`config.mk`:
```
export PLATFORM = sky130hd
export DESIGN_NAME = srs_ctrl
export DESIGN_NICKNAME = d
export VERILOG_FILES = /design/src/rtl/srs_pkg.sv /design/src/rtl/srs_ctrl.sv
export SDC_FILE = /design/constraint.sdc
export NUM_CORES = 1
export LEC_CHECK = 0
export BUFFER_PORTS_ARGS = -buffer_cell sky130_fd_sc_hd__buf_2
export CORE_ASPECT_RATIO = 0.8
export CORE_UTILIZATION = 30
export CTS_CLUSTER_DIAMETER = 200
export DETAILED_ROUTE_END_ITERATION = 8
export PLACE_DENSITY = 0.6
export SLEW_MARGIN = 20
export SYNTH_ARGS = -nofsm -noshare
export SYNTH_HDL_FRONTEND = slang
export SYNTH_SLANG_ARGS = --single-unit
```
`constraint.sdc`:
```
create_clock -name clk -period 3.97 [get_ports clk]
set_input_delay 0.794 -clock clk [delete_from_list [all_inputs] [get_ports clk]]
set_output_delay 0.794 -clock clk [all_outputs]
set_load 0.1 [all_outputs]
```
`src/rtl/srs_pkg.sv`:
```
// Shared types and constants of the sorted range search unit.
package srs_pkg;

	localparam int DATA_W        = 32;
	localparam int IDX_W         = 10;
	localparam int CNT_W         = 11;
	localparam int DEPTH_DEFAULT = 1024;

	localparam logic OP_LOAD  = 1'b0;
	localparam logic OP_QUERY = 1'b1;

	typedef struct packed {
		logic                     opcode;
		logic [IDX_W-1:0]         entry_index;
		logic signed [DATA_W-1:0] value;
	} srs_in_t;

	typedef struct packed {
		logic             found;
		logic [IDX_W-1:0] first_index;
		logic [IDX_W-1:0] last_index;
	} srs_out_t;

endpackage

```
`src/rtl/srs_ctrl.sv`:
```
// Search sequencer that runs the lower-bound and upper-bound probes against the store.
module srs_ctrl #(
	parameter int DEPTH = srs_pkg::DEPTH_DEFAULT,
	parameter int AW    = $clog2(DEPTH)
) (
	input  logic                              clk,
	input  logic                              arst_n,
	input  logic                              start,
	input  logic signed [srs_pkg::DATA_W-1:0] key,
	input  logic [AW-1:0]                     last_pos,
	output logic                              rd_en,
	output logic [AW-1:0]                     rd_addr,
	input  logic signed [srs_pkg::DATA_W-1:0] rd_data,
	output logic                              busy,
	output logic                              res_valid,
	input  logic                              res_take,
	output srs_pkg::srs_out_t                 res
);

	localparam logic [2:0] ST_IDLE     = 3'd0;
	localparam logic [2:0] ST_LB_ISSUE = 3'd1;
	localparam logic [2:0] ST_LB_EVAL  = 3'd2;
	localparam logic [2:0] ST_CHK_EVAL = 3'd3;
	localparam logic [2:0] ST_UB_ISSUE = 3'd4;
	localparam logic [2:0] ST_UB_EVAL  = 3'd5;
	localparam logic [2:0] ST_DONE     = 3'd6;

	logic [2:0]                        state_q;
	logic [AW-1:0]                     lo_q;
	logic [AW-1:0]                     hi_q;
	logic [AW-1:0]                     mid_q;
	logic [AW-1:0]                     first_q;
	logic [AW-1:0]                     last_pos_q;
	logic signed [srs_pkg::DATA_W-1:0] key_q;
	logic                              found_q;
	logic [AW:0]                       sum_lb;
	logic [AW:0]                       sum_ub;
	logic [AW-1:0]                     mid_lb;
	logic [AW-1:0]                     mid_ub;

	assign sum_lb = {1'b0, lo_q} + {1'b0, hi_q};
	assign sum_ub = sum_lb + {{AW{1'b0}}, 1'b1};
	assign mid_lb = sum_lb[AW:1];
	assign mid_ub = sum_ub[AW:1];

	always_comb begin
		rd_en   = 1'b0;
		rd_addr = lo_q;
		unique case (state_q)
			ST_LB_ISSUE: begin
				rd_en   = 1'b1;
				rd_addr = (lo_q < hi_q) ? mid_lb : lo_q;
			end
			ST_UB_ISSUE: begin
				rd_en   = lo_q < hi_q;
				rd_addr = mid_ub;
			end
			default: begin
				rd_en   = 1'b0;
				rd_addr = lo_q;
			end
		endcase
	end

	always_ff @(posedge clk or negedge arst_n) begin
		if (!arst_n) begin
			state_q <= ST_IDLE;
			found_q <= 1'b0;
		end else begin
			unique case (state_q)
				ST_IDLE: begin
					if (start) begin
						lo_q       <= '0;
						hi_q       <= last_pos;
						last_pos_q <= last_pos;
						key_q      <= key;
						state_q    <= ST_LB_ISSUE;
					end
				end
				ST_LB_ISSUE: begin
					mid_q   <= mid_lb;
					state_q <= (lo_q < hi_q) ? ST_LB_EVAL : ST_CHK_EVAL;
				end
				ST_LB_EVAL: begin
					if (!(rd_data < key_q)) begin
						hi_q <= mid_q;
					end else begin
						lo_q <= mid_q + AW'(1);
					end
					state_q <= ST_LB_ISSUE;
				end
				ST_CHK_EVAL: begin
					if (rd_data != key_q) begin
						found_q <= 1'b0;
						state_q <= ST_DONE;
					end else begin
						first_q <= lo_q;
						lo_q    <= '0;
						hi_q    <= last_pos_q;
						state_q <= ST_UB_ISSUE;
					end
				end
				ST_UB_ISSUE: begin
					mid_q <= mid_ub;
					if (lo_q < hi_q) begin
						state_q <= ST_UB_EVAL;
					end else begin
						found_q <= 1'b1;
						state_q <= ST_DONE;
					end
				end
				ST_UB_EVAL: begin
					if (!(key_q < rd_data)) begin
						lo_q <= mid_q;
					end else begin
						hi_q <= mid_q - AW'(1);
					end
					state_q <= ST_UB_ISSUE;
				end
				ST_DONE: begin
					if (res_take) begin
						state_q <= ST_IDLE;
					end
				end
				default: begin
					state_q <= ST_IDLE;
				end
			endcase
		end
	end

	assign busy      = state_q != ST_IDLE;
	assign res_valid = state_q == ST_DONE;

	always_comb begin
		res.found       = found_q;
		res.first_index = found_q ? srs_pkg::IDX_W'(first_q) : '0;
		res.last_index  = found_q ? srs_pkg::IDX_W'(lo_q) : '0;
	end

endmodule

```
After elaboration in Yosys (flattened, before gate mapping)
Index checks and enable logic that the tools add are counted.

cells by class
  $add $sub $neg = 4
  muxes and demuxes = 25
  equality and inequality tests = 16
  bitwise logic cells = 1
  magnitude comparators = 3
  reductions and logical operators = 12

operator list
  operator                 count
  $mux W10                 11
  $pmux W10 S4             2
  $lt A32 B32 Y1           2
  $pmux W10 S2             2
  $ne A32 B32 Y1           1
  $pmux W3 S7              1
  $ne A2 B2 Y1 const B     8
  $reduce_and A6 Y1        2
  $add A10 B10 Y11         1
  $add A11 B1 Y11 const B  1
  $add A10 B1 Y10 const B  1
  $lt A10 B10 Y1           1
  $sub A10 B1 Y10 const B  1
  $eq A3 B3 Y1 const B     3
  $reduce_and A3 Y1        3
  $eq A3 B2 Y1 const B     2
  $mux W3                  2
  $mux W2                  2
  $pmux W1 S2              2
  $reduce_and A2 Y1        2
  $reduce_bool A2 Y1       2
  $reduce_bool A4 Y1       1
  $eq A3 B1 Y1 const B     1
  $logic_not A3 Y1         1
  4 further kinds          6

word-level totals
  input port bits = 78
  register bits after elaboration = 86
  word-level logic and storage cells = 69

Longest topological paths before layout
  word-level depth = 3
  mapped depth = 10
  gate-level depth less buffers = 10

Least setup slack after synthesis
Ideal clock, no wire load.

  kind = register -> output
  start point = register lo_q[0]
  end point = output port rd_addr[9]
  stages on the path, launching flop included = 11
  setup slack = -1.532 ns
  arrival time = 4.708 ns
  cells stage by stage = edfxtp_1 -> ha_1 -> inv_1 -> fa_1 -> o21bai_2 -> a211o_1 -> a311oi_2 -> a2111oi_4 -> nand3_4 -> o31a_1 -> o31ai_1

between the ends
  word-level cells in the longest chain between the ends = 3
  elaborated cells between the ends (all ways) = 5

ends and longest elaborated chain
  element                                                    RTL line                        text
  from (decl)                                                srs_ctrl.sv:29                  logic [AW-1:0] lo_q;
  from (signal assigned)                                     srs_ctrl.sv:88                  lo_q <= mid_q + AW'(1);
  from (signal assigned)                                     srs_ctrl.sv:114                 lo_q <= mid_q;
  $add A10 B10 Y11 / $lt A10 B10 Y1 (equally long branches)  srs_ctrl.sv:41, srs_ctrl.sv:52
  $add A11 B1 Y11 / $mux W10 (equally long branches)         srs_ctrl.sv:42, srs_ctrl.sv:52
  $pmux W10 S2 (*)                                           srs_ctrl.sv:49                  unique case (state_q)
  to (decl)                                                  srs_ctrl.sv:12                  output logic [AW-1:0] rd_addr,

Every way passes the cells marked *; elsewhere a longest branch is shown, timed or not.

Worst setup path in the final report
  start point = register hi_q[0]
  end point = output port rd_addr[7]

between the ends
  word-level cells in the longest chain between the ends = 3
  elaborated cells between the ends (all ways) = 5

ends and longest elaborated chain
  element                                                    RTL line                        text
  from (decl)                                                srs_ctrl.sv:30                  logic [AW-1:0] hi_q;
  from (signal assigned)                                     srs_ctrl.sv:74                  hi_q <= last_pos;
  from (signal assigned)                                     srs_ctrl.sv:86                  hi_q <= mid_q;
  from (signal assigned)                                     srs_ctrl.sv:99                  hi_q <= last_pos_q;
  $add A10 B10 Y11 / $lt A10 B10 Y1 (equally long branches)  srs_ctrl.sv:41, srs_ctrl.sv:52
  $add A11 B1 Y11 / $mux W10 (equally long branches)         srs_ctrl.sv:42, srs_ctrl.sv:52
  $pmux W10 S2 (*)                                           srs_ctrl.sv:49

Marks and branches as above.

==> run metrics <==
status=finished, violations left; failing checks=setup timing; reg2reg start=key_q[29]; most common cell after layout, fill and taps aside=buf_2; minimum clock period=4.006 ns; area grow syn2layout=28.34%; Synth area leaders=edfxtp_1 43%, ha_1 12%, inv_1 3.9%; Seq/Total Area, Yosys=44.95%; Hold WC Path Type=in -> async; CTS Hold Buffers Added=0; CP max stage cell=fa_2; initial antenna violation count=2; final setup vio count=2; total of max-cap violations=0; clk_lat worst skew=0.34 ns; Clock Root Buffer=clkbuf_16; worst reg-to-reg path cell count=9; syn_area_per_cell=10.16 sq um; crit path buf inv count=4; post-route setup slack=-0.03640 ns; Async S/R FF share, synth=4.651%; CP delay by family, top=compound AO/OA/AOI/OAI gates; top cell type's share of synthesized area=43.20%; Final Non-Filler Cells=958; Slew headroom=40.25%; Rows=44; critical path peak fanout=7; most frequent cells in the layout=105 x buf_2, 82 x edfxtp_1, 57 x inv_1; Post-Place Cells=925; Overall Global Routing Usage=15.73%; RSZ-0062 raised after global routing=true; share of cells above drive strength 1=27.88%; drt via density=4.919; Slew Viols, Final=0; max incr delay on CP=0.38 ns; Num CTS Buffers=9; maximum root-to-sink buffer count=2; DRT iter0 DRCs=460; CP arrival=3.21 ns; global-route wire length before repair=23690 um; CTS clk-pin slew, worst paths=0.06 ns; Crit path required time=3.18 ns; gpl congestion=0.8382; Placeable Area=18390 sq um; die area=19560 sq um; Worst path depth=13; DR vias=4712; dominant synthesized flop cell=edfxtp_1; Hold Worst Slack=0.2741 ns; largest net degree at the start of global routing=26; CP endpoint kind=primary output; die height=125.3 um; final worst path period share=100.9%; drt drc=0; post-synth net total=695; dpl hpwl=11760 um; Cell Area, Synth=5700 sq um; DR WL/cell=15.89 um; Syn Inst Count=561; CTS HTree Levels=3; crit path launch=hi_q[0]; drt total wl=15220 um; crit start category=flip-flop; end point of the critical path=rd_addr[7]; Warnings, synthesis=0; skew final=0.01022 ns; Initial Util=31.00%; antenna viol nets, final=0; # port buffers=111; Die X=156.1 um; Pre-antenna DRT Iters=7; CTS Sinks=86; grt total ovfl=0; synth unique cells=59; final hold vios=0; flops & latches, synth=86; IO Count=112; Worst-Margin Slew=0.8929 ns; RR Endpoint=lo_q[1]; CTS tree=yes; EDFF count, synth=82; critical path type=reg -> out; worst path cell trace=ha_2 > inv_2 > fa_2 > o21bai_4 > a21oi_4 > xnor2_4 > a2111oi_4 > buf_4 > buf_6 > nand3_2 > xnor2_1 > a221o_1 > buf_12; vias in the first global route=4554; fillcell total=1828; R2R Setup Slk=0.93 ns; Max Freq=249.6 MHz; final net count=832; cell type with the highest aggregate area in the netlist=edfxtp_1
-- repair_timing --
action | in CTS | in global routing
pin swaps | 10 | 14
gates resized for setup | 10 | 17
buffers inserted | 9 | 6
endpoints found under the setup margin | 5 | 6
-- metal layers --
metal  share of wire [%]  global-route usage [%]  vias to the layer above
li1                    -                       -                     2318
met1                  47                   21.43                     2253
met2                  47                   25.84                      130
met3                 4.7                   2.773                       11
met4                0.91                   3.691                        0
met5                   0                       0                        -
-- logic make-up (layout without fill, tap and decap cells) --
kind of cell / after synthesis / count (layout) / share of synthesized area, %
AO/OA/AOI/OAI: 121 / 121 / 15.30
XOR/XNOR: 29 / 29 / 4.588
adder cells (fa/ha/maj): 56 / 56 / 12.42
buffers and inverters: 81 / 223 / 5.421
flip-flops: 86 / 86 / 44.95
multiplexers: 4 / 4 / 0.7463
other: 0 / 2 / 0
AND/OR/NAND/NOR: 184 / 184 / 16.57
-- final cells by class --
cell class,count,area [sq um],area share (%)
sequential,86,2562,35.03
antenna,2,5.005,0.06841
inverter,59,221.5,3.027
timing repair buffer,148,897.1,12.26
clock inverter,7,97.59,1.334
clock buffer,9,225.2,3.079
multi-input combinational,394,2990,40.88
tap,253,316.6,4.327
-- synth_stat cells (all sizes together) (3+ instances only) --
library cell	instances
edfxtp	82
inv	59
ha	55
nand2	45
nor2	34
a21oi	29
o21ai	29
and2	24
clkbuf	20
nand3	20
xnor2	20
nor3	14
a21o	12
xor2	9
a222oi	8
nand4	8
nor2b	8
and3	7
nor4	7
a221o	5
nand2b	5
o211ai	5
dfrtp	4
a211oi	3
a221oi	3
a22o	3
o22ai	3
or3	3
or4	3
-- per-stage QoR --
step | cell area [sq um] | worst slack, ns | TNS [ns] | utilization (%)
2_1_floorplan | 5744 | -0.4921 | -0.5890 | -
3_3_place_gp | 6746 | 0.2434 | 0 | 36.69
3_5_place_dp | 6746 | 0.1559 | 0 | 36.69
4_1_cts | 7173 | -0.03634 | -0.03634 | 39.01
5_1_grt | 7313 | -0.1462 | -0.5238 | 39.77
6_report | 7316 | -0.03640 | -0.05103 | 39.79
-- worst reg2reg max path, delay by kind of cell (launching register included) --
kind,cells,cell delay (ns)
DFF,1,0.37
muxes,1,0.30
buffers and inverters,1,0.23
AOI/OAI and AO/OA,2,0.32
and+or+nand+nor,4,1.22
adders and majority gates,1,0.30
-- flip-flops by register name, indices dropped and copies added, names as in the netlist --
name	cells
last_pos_q	10
found_q	1
first_q	10
lo_q	10
hi_q	10
key_q	32
state_q	3
mid_q	10
-- how the worst min path moves through the flow --
stage | slack [ns] | from | depth (start not counted) | endpoint
final | 0.27 | arst_n | 1 | state_q[1]
after global routing | 0.26 | arst_n | 1 | state_q[1]
after CTS | 0.27 | arst_n | 1 | state_q[1]
after detailed placement | 0.58 | lo_q[0] | 1 | first_q[0]
after global placement | 0.57 | lo_q[1] | 0 | first_q[1]
after floorplan | 0.49 | lo_q[0] | 0 | first_q[0]
Power is not shown: default switching activity piles up to over one toggle a cycle in this logic, so the estimate is an artifact.
